File: src/rtl/core/acfb_pkg.sv
// Shared types, constants and AES round functions for the CFB cipher block.
// Used by acfb_key_sched and aes256_cfb_cipher; depends on nothing.
`default_nettype none
package acfb_pkg;

    localparam int ROUNDS   = 14;
    localparam int RK_DEPTH = ROUNDS + 1;
    localparam int RK_AW    = $clog2(RK_DEPTH);

    // Configuration register indexes
    localparam logic [2:0] REG_KEY0 = 3'd0;
    localparam logic [2:0] REG_KEY1 = 3'd1;
    localparam logic [2:0] REG_KEY2 = 3'd2;
    localparam logic [2:0] REG_KEY3 = 3'd3;
    localparam logic [2:0] REG_IVH  = 3'd4;
    localparam logic [2:0] REG_IVL  = 3'd5;
    localparam logic [2:0] REG_MODE = 3'd6;

    localparam logic [RK_AW-1:0] RK_LAST = RK_AW'(ROUNDS);

    localparam logic [7:0] POLY_RED = 8'h1b;

    typedef enum logic [1:0] {
        ST_IDLE = 2'b01,
        ST_RUN  = 2'b10
    } acfb_state_t;

    localparam logic [7:0] SBOX [0:255] = '{
        8'h63,8'h7c,8'h77,8'h7b,8'hf2,8'h6b,8'h6f,8'hc5,8'h30,8'h01,8'h67,8'h2b,8'hfe,8'hd7,8'hab,8'h76,
        8'hca,8'h82,8'hc9,8'h7d,8'hfa,8'h59,8'h47,8'hf0,8'had,8'hd4,8'ha2,8'haf,8'h9c,8'ha4,8'h72,8'hc0,
        8'hb7,8'hfd,8'h93,8'h26,8'h36,8'h3f,8'hf7,8'hcc,8'h34,8'ha5,8'he5,8'hf1,8'h71,8'hd8,8'h31,8'h15,
        8'h04,8'hc7,8'h23,8'hc3,8'h18,8'h96,8'h05,8'h9a,8'h07,8'h12,8'h80,8'he2,8'heb,8'h27,8'hb2,8'h75,
        8'h09,8'h83,8'h2c,8'h1a,8'h1b,8'h6e,8'h5a,8'ha0,8'h52,8'h3b,8'hd6,8'hb3,8'h29,8'he3,8'h2f,8'h84,
        8'h53,8'hd1,8'h00,8'hed,8'h20,8'hfc,8'hb1,8'h5b,8'h6a,8'hcb,8'hbe,8'h39,8'h4a,8'h4c,8'h58,8'hcf,
        8'hd0,8'hef,8'haa,8'hfb,8'h43,8'h4d,8'h33,8'h85,8'h45,8'hf9,8'h02,8'h7f,8'h50,8'h3c,8'h9f,8'ha8,
        8'h51,8'ha3,8'h40,8'h8f,8'h92,8'h9d,8'h38,8'hf5,8'hbc,8'hb6,8'hda,8'h21,8'h10,8'hff,8'hf3,8'hd2,
        8'hcd,8'h0c,8'h13,8'hec,8'h5f,8'h97,8'h44,8'h17,8'hc4,8'ha7,8'h7e,8'h3d,8'h64,8'h5d,8'h19,8'h73,
        8'h60,8'h81,8'h4f,8'hdc,8'h22,8'h2a,8'h90,8'h88,8'h46,8'hee,8'hb8,8'h14,8'hde,8'h5e,8'h0b,8'hdb,
        8'he0,8'h32,8'h3a,8'h0a,8'h49,8'h06,8'h24,8'h5c,8'hc2,8'hd3,8'hac,8'h62,8'h91,8'h95,8'he4,8'h79,
        8'he7,8'hc8,8'h37,8'h6d,8'h8d,8'hd5,8'h4e,8'ha9,8'h6c,8'h56,8'hf4,8'hea,8'h65,8'h7a,8'hae,8'h08,
        8'hba,8'h78,8'h25,8'h2e,8'h1c,8'ha6,8'hb4,8'hc6,8'he8,8'hdd,8'h74,8'h1f,8'h4b,8'hbd,8'h8b,8'h8a,
        8'h70,8'h3e,8'hb5,8'h66,8'h48,8'h03,8'hf6,8'h0e,8'h61,8'h35,8'h57,8'hb9,8'h86,8'hc1,8'h1d,8'h9e,
        8'he1,8'hf8,8'h98,8'h11,8'h69,8'hd9,8'h8e,8'h94,8'h9b,8'h1e,8'h87,8'he9,8'hce,8'h55,8'h28,8'hdf,
        8'h8c,8'ha1,8'h89,8'h0d,8'hbf,8'he6,8'h42,8'h68,8'h41,8'h99,8'h2d,8'h0f,8'hb0,8'h54,8'hbb,8'h16
    };

    function automatic logic [7:0] xtime(input logic [7:0] x);
        xtime = {x[6:0], 1'b0} ^ (x[7] ? POLY_RED : 8'h00);
    endfunction

    function automatic logic [31:0] sub_word(input logic [31:0] w);
        sub_word = {SBOX[w[31:24]], SBOX[w[23:16]], SBOX[w[15:8]], SBOX[w[7:0]]};
    endfunction

    // SubBytes, ShiftRows and, unless last, MixColumns; byte 0 in the top bits
    function automatic logic [127:0] aes_round(input logic [127:0] s, input logic last);
        logic [7:0] b [16];
        logic [7:0] o [16];
        logic [7:0] a0, a1, a2, a3, all;
        logic [127:0] res;
        for (int i = 0; i < 16; i++)
            b[i] = s[127-8*i -: 8];
        for (int c = 0; c < 4; c++)
            for (int r = 0; r < 4; r++)
                o[r+4*c] = SBOX[b[r + 4*((c + r) & 3)]];
        if (!last)
        begin
            for (int c = 0; c < 4; c++)
            begin
                a0 = o[4*c]; a1 = o[4*c+1]; a2 = o[4*c+2]; a3 = o[4*c+3];
                all = a0 ^ a1 ^ a2 ^ a3;
                o[4*c]   = a0 ^ all ^ xtime(a0 ^ a1);
                o[4*c+1] = a1 ^ all ^ xtime(a1 ^ a2);
                o[4*c+2] = a2 ^ all ^ xtime(a2 ^ a3);
                o[4*c+3] = a3 ^ all ^ xtime(a3 ^ a0);
            end
        end
        for (int i = 0; i < 16; i++)
            res[127-8*i -: 8] = o[i];
        aes_round = res;
    endfunction

endpackage
`default_nettype wire

File: src/rtl/core/acfb_key_sched.sv
// AES-256 key expansion into a 15-entry round key memory, one round key a cycle.
// Depends on acfb_pkg.
`default_nettype none
module acfb_key_sched import acfb_pkg::*; (
    input  wire logic             clk,
    input  wire logic             rst_n,
    input  wire logic             start,
    input  wire logic [255:0]     key,
    input  wire logic [RK_AW-1:0] rd_addr,
    output logic      [127:0]     rd_data,
    output logic                  busy
);

    logic [127:0]     rk_mem [RK_DEPTH];
    logic [127:0]     rd_data_reg;
    logic             active_reg, active_next;
    logic [RK_AW-1:0] cnt_reg, cnt_next;
    logic [127:0]     prev2_reg, prev1_reg;
    logic [127:0]     rk_new;
    logic [31:0]      t;
    logic [31:0]      w0, w1, w2, w3;
    logic [7:0]       rcon;

    always_comb
    begin
        rcon = 8'h01 << (cnt_reg[RK_AW-1:1] - 3'd1);
        if (!cnt_reg[0])
            t = sub_word({prev1_reg[23:0], prev1_reg[31:24]}) ^ {rcon, 24'h0};
        else
            t = sub_word(prev1_reg[31:0]);
        w0 = prev2_reg[127:96] ^ t;
        w1 = prev2_reg[95:64] ^ w0;
        w2 = prev2_reg[63:32] ^ w1;
        w3 = prev2_reg[31:0] ^ w2;
        if (cnt_reg == '0)
            rk_new = key[255:128];
        else if (cnt_reg == RK_AW'(1))
            rk_new = key[127:0];
        else
            rk_new = {w0, w1, w2, w3};
    end

    always_comb
    begin
        active_next = active_reg;
        cnt_next    = cnt_reg;
        if (start)
        begin
            active_next = 1'b1;
            cnt_next    = '0;
        end
        else if (active_reg)
        begin
            cnt_next = cnt_reg + 1'b1;
            if (cnt_reg == RK_LAST)
                active_next = 1'b0;
        end
    end

    always_ff @(posedge clk or negedge rst_n)
    begin
        if (!rst_n)
        begin
            active_reg <= 1'b1;
            cnt_reg    <= '0;
        end
        else
        begin
            active_reg <= active_next;
            cnt_reg    <= cnt_next;
        end
    end

    always_ff @(posedge clk)
    begin
        if (active_reg && !start)
        begin
            rk_mem[cnt_reg] <= rk_new;
            prev2_reg       <= prev1_reg;
            prev1_reg       <= rk_new;
        end
        rd_data_reg <= rk_mem[rd_addr];
    end

    assign rd_data = rd_data_reg;
    assign busy    = active_reg;

    a_cnt_range: assert property (@(posedge clk) disable iff (!rst_n)
        active_reg |-> cnt_reg <= RK_LAST)
        else $error("key schedule counter out of range");
    a_stop: assert property (@(posedge clk) disable iff (!rst_n)
        (active_reg && !start && cnt_reg == RK_LAST) |=> !active_reg)
        else $error("key schedule did not stop");
    a_restart: assert property (@(posedge clk) disable iff (!rst_n)
        start |=> (active_reg && cnt_reg == '0))
        else $error("key schedule did not restart");

endmodule
`default_nettype wire

File: config.mk
export PLATFORM = sky130hd
export DESIGN_NAME = acfb_key_sched
export DESIGN_NICKNAME = d
export VERILOG_FILES = /design/src/rtl/core/acfb_pkg.sv /design/src/rtl/core/acfb_key_sched.sv
export SDC_FILE = /design/constraint.sdc
export NUM_CORES = 2
export LEC_CHECK = 0
export ABC_CLOCK_PERIOD_IN_PS = 19800
export BUFFER_PORTS_ARGS = -buffer_cell sky130_fd_sc_hd__buf_2
export CORE_ASPECT_RATIO = 0.8
export CORE_MARGIN = 10
export CORE_UTILIZATION = 40
export DETAILED_ROUTE_END_ITERATION = 10
export HOLD_SLACK_MARGIN = 0.15
export RECOVER_POWER = 25
export SLEW_MARGIN = 5
export SYNTH_ARGS = -nofsm -noshare
export SYNTH_HDL_FRONTEND = slang
export SYNTH_SLANG_ARGS = --single-unit
File: constraint.sdc
create_clock -name clk -period 19.8 [get_ports clk]
set_input_delay 3.96 -clock clk [delete_from_list [all_inputs] [get_ports clk]]
set_output_delay 3.96 -clock clk [all_outputs]
set_load 0.005 [all_outputs]
# Word level (Yosys, flattened, before mapping)

Memory sizes are Yosys's and may differ from the RTL's. A register that Yosys moved wholly into a read port is not among the register bits.
Index checks and enable logic that the tools add are counted.

Input port bits: 263
RAM bits: 1920
Output and inout port bits: 129
Register bits after elaboration: 261
Bits in read-only memories: 8192
Bits in latches: 0
Word-level logic and storage cells: 49
Memories kept: 5

Memory list:

| memory          | words | width | rd ports | clocked after memory_dff | wr ports | line                 | text |
|---|---|---|---|---|---|---|---|
| (no name shown) | 256   | 8     | 1        | 0                        | 0        | acfb_pkg.sv:52       | `sub_word = {SBOX[w[31:24]], SBOX[w[23:16]], SBOX[w[15:8]], SBOX[w[7:0]]};` |
| (no name shown) | 256   | 8     | 1        | 0                        | 0        | acfb_pkg.sv:52       |  |
| (no name shown) | 256   | 8     | 1        | 0                        | 0        | acfb_pkg.sv:52       |  |
| (no name shown) | 256   | 8     | 1        | 0                        | 0        | acfb_pkg.sv:52       |  |
| rk_mem          | 15    | 128   | 1        | 1                        | 1        | acfb_key_sched.sv:14 | `logic [127:0] rk_mem [RK_DEPTH];` |

Div/mod/pow operators: 0
Order comparisons: 4
Multiplexer cells: 18
Bitwise logic cells: 9
Multipliers: 0
Eq/ne operators: 2
Shift operators: 1
Reduce and logical (&&, ||, !) cells: 4
$add $sub $neg: 2

Operators with widths:

| cell                                                      | count |
|---|---|
| two-way mux 128 bit                                       | 2 |
| bitwise XOR 32 bit                                        | 5 |
| two-way mux 8 bit                                         | 8 |
| greater-or-equal comparator 9 bit (second input constant) | 4 |
| inverter 8 -> 9 bit                                       | 4 |
| two-way mux 32 bit                                        | 1 |
| two-way mux 4 bit                                         | 2 |
| << shifter 1 x 3 -> 8 bit (first input constant)          | 1 |
| two-way mux 1 bit                                         | 5 |
| adder 4 x 1 -> 4 bit (second input constant)              | 1 |
| equality test 4 x 1 -> 1 bit (second input constant)      | 1 |
| equality test 4 bit (second input constant)               | 1 |
| logical NOT 4 bit                                         | 1 |
| subtractor 3 x 1 -> 3 bit (second input constant)         | 1 |
| nonzero test 2 bit                                        | 1 |
| logical AND 1 bit                                         | 1 |
| logical NOT 1 bit                                         | 1 |

# Logic depth before layout (Yosys ltp)

Depth after elaboration: 12
Gate-level depth with buffers: 16

# Worst setup path before layout

Ideal clock, no wire load.

Path type: input port to flip-flop
From: input port start
To: memory rk_mem[2][0], enable pin
Cell stages on the path: 5
Path slack: 292 ps
Data arrival time: 18737 ps
Required time: 19029 ps
Cell sequence: nand2b_1 -> clkbuf_1 -> inv_1 -> nand2_1 -> nor3_1

Cells in the longest elaborated chain, start to end: 4

Ends and longest elaborated chain:

| item                                    | line                 | text |
|---|---|---|
| from (decl)                             | acfb_key_sched.sv:7  | `input wire logic start,` |
| logical NOT 1 bit                       | acfb_key_sched.sv:76 | `if (active_reg && !start)` |
| logical AND 1 bit                       | acfb_key_sched.sv:76 |  |
| two-way mux 1 bit                       | acfb_key_sched.sv:76 |  |
| two-way mux 1 bit (implied by the code) | acfb_key_sched.sv:78 | `rk_mem[cnt_reg] <= rk_new;` |
| to (decl)                               | acfb_key_sched.sv:14 |  |

Every way passes these cells.

# Worst setup path in the final report

From: input port rd_addr[3]
To: register rd_data_reg[96] (netlist: rd_data[96]) (read register of rk_mem)

RTL lines:

| item        | line                 | text |
|---|---|---|
| from (decl) | acfb_key_sched.sv:9  | `input wire logic [RK_AW-1:0] rd_addr,` |
| to (decl)   | acfb_key_sched.sv:15 | `logic [127:0] rd_data_reg;` |

No word-level cell between the ends.

==> results.md <==
- Core Box Area: 258,300 µm²
- #FFs+latches synth: 2,309
- Ys flop type: edfxtp_1
- Fillers: 22.61k
- Die Y: 475.3 µm
- Yosys top cell area share: 0.6304
- CP delay by family, top: buffers and inverters
- Final wirelength: 344,800 µm
- CP Max Fanout: 68
- Most common cell type on the critical path: clkbuf_1
- Tmin final: 11,690 ps
- Cells after DPL: 10.19k
- Worst IR Drop VDD: 0.08978 mV
- Die area: 280,000 µm²
- Slew Limit Fails: 2,246
- Netlist cell types: 110
- Avg Cell Area, Syn: 15.65 µm²
- CP Cell Sequence: clkbuf_1 -> clkbuf_1 -> buf_4 -> mux4_2
- Hold-fix buffers, CTS: 0
- Crit path largest cell delay: 4400 ps
- Max Fclk: 85.56 MHz
- # Post-CTS Setup Buffers: 0
- Footprint of the multi-input gates: 33,120 µm²
- Mapped Area: 103,600 µm²
- Starting Density: 0.4013
- Sequential-to-total area share from yosys stat: 0.6564
- Gate power share: 0.290
- Clock Skew: 50.24 ps
- Placed instance area: 109,800 µm²
- Critical Path RT: 20,520 ps
- Max-Slew Margin vs Limit: -5.022
- Routed vias: 65.27k
- Post-route cell area: 116,900 µm²
- Worst Tran Pin Value: 9032 ps
- Arrival @ worst endpoint: 12,410 ps
- Net Switching: 5067 µW
- Status: finished with violations
- Clock root buffer: clkbuf_16
- Final setup fails: 0
- Post-Syn Instances: 6,625
- Fin. Hold Viols: 0
- GRT Resource Usage Total: 0.2374
- Int Power: 10,070 µW
- Biggest register: rk_mem
- Clk pwr share: 0.293
- DRT antenna net count: 0
- Post-cts sizing count: 0
- CTS buffer count: 224
- CTS tree: yes
- Register share of total power: 0.417
- Storage cell area: 68,030 µm²
- Failing checks: max-capacitance violations, max-slew violations
- Share of cells above drive strength 1: 0.2167
- WL/cell: 32.50 µm
- CP startpoint kind: primary input
- Post-synthesis net count: 6,952
- Sw frac: 0.3347
- RSZ-0062 raised after global routing: false
- Chip Width: 589.1 µm
- Vias in the first global route: 63.59k
- First-pass GRT wire length: 485,600 µm
- Commonest non-fill, non-tap cells in the layout: edfxtp_1, mux4_2, nand2_1
- Initial antenna violation count: 32
- Yosys warnings: 0
- DRC viols: 0
- Grt total ovfl: 0
- Synth area leader: edfxtp_1
- CP Capture Type: register
- Number of enable flip-flop cells after synthesis: 2,176
- Crit share post-route: 0.5903
- Crit path from: rd_addr[3]
- Layout Cells excl Fill: 10.61k
- Post-DP HPWL: 215,200 µm
- Largest cells by area after synthesis: edfxtp_1, mux4_2, dfxtp_1
- Asr flop ratio synth: 0.002165
- Row count: 167
- Most common cell after layout, fill and taps aside: edfxtp_1
- Min-delay src: prev1_reg[61]
- Largest net degree at the start of global routing: 176
- Leak: 0.03836 µW
- Clk slew on worst S/H paths: 60 ps
- GPL Wtd Cong: 1.004
- Vias per inst: 6.152
- Final-stage net count: 7,275
- Maxcap violations: 42
- Pwr/cell area: 129.5 nW/µm²
- Number of buffers added on ports: 391
- Total negative slack: 0 ps
- First-pass DRT Iterations: 8
- Worst R2R Start: prev1_reg[10]
- CTS max path bufs: 4
- Area grow syn2layout: 12.77%
- Slowest cell on the critical path: clkbuf_1
- # H-tree levels: 4
- Type of the worst min-delay path: register to register
- # clock sinks: 2,309
- Number of flip-flops in the largest register: 1,920
- Crit path buf inv count: 3
- Clk_lat worst skew: 900 ps
- Initial DRC count: 9,127
- I/O pins: 392
- Critical path class: primary input to register
## cell usage after synthesis, types with 21 or more instances
library cell,count
edfxtp_1,2176
mux4_2,566
nand2_1,405
o21ai_0,399
clkbuf_1,291
a21oi_1,274
nor2_1,268
mux2i_1,184
dfxtp_1,128
buf_2,120
nor3_1,110
nand2b_1,105
xnor2_1,102
nor2b_1,96
buf_1,87
xor2_1,86
nand3_1,80
a31oi_1,78
a211oi_1,75
ha_1,64
o211ai_1,63
inv_1,61
a311oi_1,44
o311ai_0,43
o22ai_1,42
and2_1,32
o31ai_1,30
a22oi_1,29
nor3b_1,29
a221oi_1,28
buf_4,26
o221ai_1,25
o21a_1,24
a21o_1,23
o21ai_1,21
## worst paths after layout
kind	depth (start not counted)	slack, ps	end
hold / removal	0	400	prev2_reg[61]
hold reg to reg	0	400	prev2_reg[61]
setup reg to reg	12	9190	rk_mem[11][83]
setup / recovery	4	8110	rd_data[96]
max in group asynchronous	1	16620	busy
min in group asynchronous	1	2920	cnt_reg[2]
## area by class of cell
type / instances / area share
diodes: 11 / 0.0002355
clock buffers: 285 / 0.05200
clock inverters: 128 / 0.01281
inverters: 69 / 0.002227
multi-input cells: 3714 / 0.2833
flip-flops and latches: 2309 / 0.5820
well taps: 3464 / 0.03708
repair buffers: 630 / 0.03026
## power by group through the flow
stage | sequential (µW) | combinational, µW | clock [µW]
2_1_floorplan | 6350 | 2520 | 0
3_3_place_gp | 6400 | 4280 | 0
3_5_place_dp | 6410 | 4300 | 0
4_1_cts | 6310 | 4320 | 4510
5_1_grt | 6330 | 4620 | 4710
6_report | 6310 | 4400 | 4430
## per-stage QoR
step                        util  power [µW]  setup slack, ps  hold slack [ps]
after floorplan                -        8872            291.9            400.3
after global placement    0.4252       10670            11320            400.4
after detailed placement  0.4252       10710            11260            404.5
after CTS                 0.4545       15130            12190            397.0
after global routing      0.4525       15660             7955            411.8
final                     0.4526       15140             8112            398.5
## layer usage
metal	wire length (µm)	track usage	up-vias
li1	-	-	27160
met1	143000	0.3395	33950
met2	153300	0.3615	3594
met3	31300	0.04130	572
met4	17170	0.09694	2
met5	11	0	-
## cells by family (layout without fill, tap and decap cells)
kind of cell	after synthesis	in the layout	share of synthesized area
muxes	773	773	0.1435
buffers and inverters	602	1112	0.02484
and+or+nand+nor	1283	1283	0.06065
AOI/OAI and AO/OA	1390	1390	0.08794
adders and majority gates	64	64	0.007726
xor gates and xnor gates	204	204	0.01894
other	0	11	0
DFF	2309	2309	0.6564
## worst register-to-register path: stages, from the launching register on
cell and delay (ps):
edfxtp_1 320, clkbuf_1 4510, nand2_1 1280, a211oi_1 480
a311oi_1 80, o21ai_0 290, a31oi_1 260, o21ai_0 1120
mux2i_1 320, xnor2_1 480, xor2_1 110, o21ai_0 170
clkbuf_1 810
Power figures use the tool's default switching activity.
